--- src/sprf_pkg.sv ---
// shared types and constants of the stereo pair ring fifo
// no dependencies
`timescale 1ns / 1ps

package sprf_pkg;

  localparam int RING_DEPTH_DEF = 4096;
  localparam int MAX_READ_DEF   = 64;
  localparam int SAMPLE_W       = 32;
  localparam int COUNT_W        = 7;
  localparam int DROP_W         = 64;

  localparam logic OP_WRITE = 1'b0;
  localparam logic OP_READ  = 1'b1;

  typedef struct packed {
    logic                opcode;
    logic [SAMPLE_W-1:0] left_sample;
    logic [SAMPLE_W-1:0] right_sample;
    logic                pair_complete;
    logic                end_of_write;
    logic [COUNT_W-1:0]  max_count;
  } in_word_t;

  typedef struct packed {
    logic [SAMPLE_W-1:0] sample;
    logic                has_sample;
    logic                last;
    logic [COUNT_W-1:0]  read_total;
    logic [DROP_W-1:0]   dropped_total;
  } out_word_t;

  typedef enum logic [1:0] {
    ST_IDLE,
    ST_WR_R,
    ST_LOAD,
    ST_HOLD
  } state_t;

  typedef struct packed {
    logic accept;
    logic wr_right;
    logic rd_issue;
    logic rd_load;
  } cmd_t;

  typedef struct packed {
    logic is_read;
    logic commit;
    logic read_empty;
    logic out_last;
  } status_t;

endpackage

--- src/sprf_ctrl.sv ---
// controller state machine of the stereo pair ring fifo
// depends on sprf_pkg
`timescale 1ns / 1ps

module sprf_ctrl (
  input  logic             clk,
  input  logic             rst,
  input  logic             in_valid,
  output logic             in_ready,
  output logic             out_valid,
  input  logic             out_ready,
  input  sprf_pkg::status_t status,
  output sprf_pkg::cmd_t    cmd
);

  sprf_pkg::state_t state;
  sprf_pkg::state_t state_next;

  always_ff @(posedge clk) begin
    if (rst) begin
      state <= sprf_pkg::ST_IDLE;
    end else begin
      state <= state_next;
    end
  end

  always_comb begin
    state_next = state;
    cmd        = '0;
    in_ready   = 1'b0;
    out_valid  = 1'b0;
    case (state)
      sprf_pkg::ST_IDLE: begin
        in_ready = 1'b1;
        if (in_valid) begin
          cmd.accept = 1'b1;
          if (!status.is_read) begin
            if (status.commit) begin
              state_next = sprf_pkg::ST_WR_R;
            end
          end else if (status.read_empty) begin
            state_next = sprf_pkg::ST_HOLD;
          end else begin
            cmd.rd_issue = 1'b1;
            state_next   = sprf_pkg::ST_LOAD;
          end
        end
      end
      sprf_pkg::ST_WR_R: begin
        cmd.wr_right = 1'b1;
        state_next   = sprf_pkg::ST_IDLE;
      end
      sprf_pkg::ST_LOAD: begin
        cmd.rd_load = 1'b1;
        state_next  = sprf_pkg::ST_HOLD;
      end
      sprf_pkg::ST_HOLD: begin
        out_valid = 1'b1;
        if (out_ready) begin
          if (status.out_last) begin
            state_next = sprf_pkg::ST_IDLE;
          end else begin
            cmd.rd_issue = 1'b1;
            state_next   = sprf_pkg::ST_LOAD;
          end
        end
      end
      default: begin
        state_next = sprf_pkg::ST_IDLE;
      end
    endcase
  end

endmodule

--- config.mk ---
export PLATFORM = sky130hd
export DESIGN_NAME = sprf_ctrl
export DESIGN_NICKNAME = d
export VERILOG_FILES = /design/src/sprf_pkg.sv /design/src/sprf_ctrl.sv
export SDC_FILE = /design/constraint.sdc
export NUM_CORES = 1
export LEC_CHECK = 0
export BUFFER_PORTS_ARGS = -buffer_cell sky130_fd_sc_hd__buf_2
export CAP_MARGIN = 15
export CORE_AREA = 2 2 39 41
export DETAILED_ROUTE_END_ITERATION = 16
export DIE_AREA = 0 0 41 43
export HOLD_SLACK_MARGIN = 0.05
export PLACE_DENSITY = 0.49
export SLEW_MARGIN = 20
export SYNTH_ARGS = -nofsm -noshare
export SYNTH_HDL_FRONTEND = slang
export SYNTH_SLANG_ARGS = --single-unit
--- constraint.sdc ---
create_clock -name clk -period 4.05 [get_ports clk]
set_clock_uncertainty 0.1 [all_clocks]
set_input_delay 0.405 -clock clk [delete_from_list [all_inputs] [get_ports clk]]
set_output_delay 0.405 -clock clk [all_outputs]
set_load 0.005 [all_outputs]
==> results_dict.tcl <==
set metrics [dict create \
    drc_errors 0 \
    largest_reg_flops 2 \
    drv_cap 0 \
    p_sw_uw 85.2 \
    ys_seq_area_frac 0.182 \
    core_um2 1380 \
    port_buffers 13 \
    setup_violations 0 \
    die_h_um 43 \
    cpPeakStageDelay_ns 0.35 \
    worstHoldStart "state[1]" \
    grt_pass1_wl_um 972 \
    final_cell_mix "13 x buf_2, 5 x ha_1, 4 x inv_1" \
    place_inst 55 \
    fillers 166 \
    yosysUniqueCellTypes 16 \
    grt_max_degree 6 \
    grt_antenna_before_repair 0 \
    ios 14 \
    crit_path_top_delay_cell "dfxtp_1" \
    stdcell_count 58 \
    p_sw_frac 0.402 \
    netlist_instances 26 \
    fin_util 0.237 \
    path_max_fanout 5 \
    clock_path_buffers 2 \
    final_layout_size_suffix_gt1_frac 0.405 \
    p_comb_frac 0.600 \
    cts_resized 0 \
    internal_power_uw 127 \
    setup_tns_ns 0 \
    final_common_cell "buf_2" \
    outcome "finished clean" \
    antenna_cells 0 \
    end_kind "output pin" \
    cts_num_sinks 2 \
    cts_tree "built" \
    hold-path-endpoint "state[1]" \
    die_w_um 41 \
    r2r_start "state[0]" \
    dieArea_um2 1760 \
    drt-pass1-iter-count 4 \
    grt.overflow.total 0 \
    fin_nets 57 \
    vias_per_cell 3.88 \
    areaGrowthSynthToFinish_pct 48.9 \
    track_usage 0.0831 \
    clock_latency_ns 0.23 \
    vias 225 \
    power.density_nw_per_um2 647 \
    cts_made_buffers 3 \
    vdd_drop_max_mv 0.134 \
    top_regs "state: 2 flops" \
    avgSynthCellArea_um2 8.47 \
    required_ns 3.54 \
    num_rows 14 \
    drt_iter0_markers 2 \
    crit_type "flip-flop to output pin" \
    cts_max_level 1 \
    netlist_area_um2 220 \
    totalWireLength_um 548 \
    hold_depth 2 \
    wl_per_cell_um 9.45 \
    fmax_mhz 502 \
    rsz0062_at_grt "no" \
    yosys_warnings 0 \
    p_clk_frac 0.212 \
    r2r_end "state[0]" \
    r2r_setup_slack_ns 2.60 \
    clk_pin_slew_ns 0.03 \
    place_hpwl_um 478 \
    hold_violations 0 \
    place_ws_ns 2.29 \
    slew_viol_final 0 \
    cts-root-buf "clkbuf_4" \
    synth_nets 39 \
    ctsHoldBuffers 0 \
    gp_congestion 0.753 \
    fin_ws_ns 2.06 \
    max_slew_margin 0.806 \
    min_period_ns 1.99 \
    synth_seq_cells 2 \
    start_util 0.159 \
    min_period_over_period 0.492 \
    cp_top_family "flip-flops" \
    seqPwrFrac 0.188 \
    top_register "state" \
    grt_pass1_vias 236 \
    worstMarginPinSlew_ns 0.288 \
    final_antenna_net_count 0 \
    cp-start-kind "flip-flop" \
    cp_num_buf_inv 2 \
    p_leak_uw 0.000185 \
    worstPathArrival_ns 1.49 \
    cp_cell_sequence "inv_1 -> ha_1 -> and3b_1 -> a22oi_1 -> nor2_1 -> buf_2" \
    post_cts_buffers 0 \
    hold_class "flip-flop to flip-flop" \
    ff2ff_path_depth 5 \
]
==> power groups by stage <==
stage / Sequential (uW) / Combinational, uW / Clock [uW]
after floorplan: 37.8 / 87.3 / 0
after global placement: 39.6 / 131 / 0
after detailed placement: 40.5 / 129 / 0
after CTS: 40.2 / 130 / 46.5
after global routing: 41.6 / 147 / 51.3
final: 39.8 / 127 / 45.1
==> synthesized netlist by cell type, drive strengths merged <==
cell type,n,area [um2]
ha,5,62.6
inv,4,15.0
nor2,3,11.3
dfxtp,2,40.0
a22o,1,8.76
a22oi,1,7.51
and2,1,6.26
and3b,1,8.76
mux2,1,15.0
mux2i,1,10.0
nand2,1,3.75
nand2b,1,6.26
nor2b,1,6.26
nor3,1,5.00
o21ai,1,5.00
o311ai,1,8.76
==> cell families after synthesis <==
logic type,Yosys count,synth area share
mux,2,0.114
simple gates,9,0.216
fa+ha+maj,5,0.284
flops,2,0.182
compound gates,4,0.136
buf+inv,4,0.0682
==> worst min-delay path, cell delays in order (launching register included) <==
cell and delay (ns):
dfxtp_1 0.32, nand2_1 0.06, mux2i_1 0.06
==> how the worst max path moves through the flow <==
stage / startpoint / end / slack, ns / cells past startpoint
finish: state[0] / cmd[1] / 2.06 / 6
global route: state[0] / cmd[1] / 1.97 / 6
CTS: state[0] / cmd[1] / 2.04 / 6
detailed placement: state[0] / cmd[1] / 2.29 / 6
global placement: state[0] / cmd[1] / 2.30 / 6
floorplan: state[0] / cmd[1] / 2.47 / 5
==> layer usage <==
layer / global-route usage / wire length (um) / vias up
met5: 0 / 0 / -
li1: - / - / 119
met1: 0.0987 / 242 / 95
met4: 0.0733 / 17 / 0
met3: 0.0157 / 26 / 2
met2: 0.119 / 261 / 9
==> area by class of cell <==
type	count	area (um2)	share of cell area
Multi-Input combinational cell	20	165	0.504
Timing Repair Buffer	13	65.1	0.198
Sequential cell	2	40.0	0.122
Clock buffer	3	22.5	0.0687
Tap cell	16	20.0	0.0611
Inverter	4	15.0	0.0458
==> stage by stage <==
stage	hold slack (ns)	cell area, um2	power [uW]
after floorplan	0.371	220	125
after global placement	0.394	305	171
after detailed placement	0.392	305	170
after CTS	0.402	328	217
after global routing	0.442	328	240
final	0.401	328	212
Note: power is estimated with default switching activity, not from simulation.
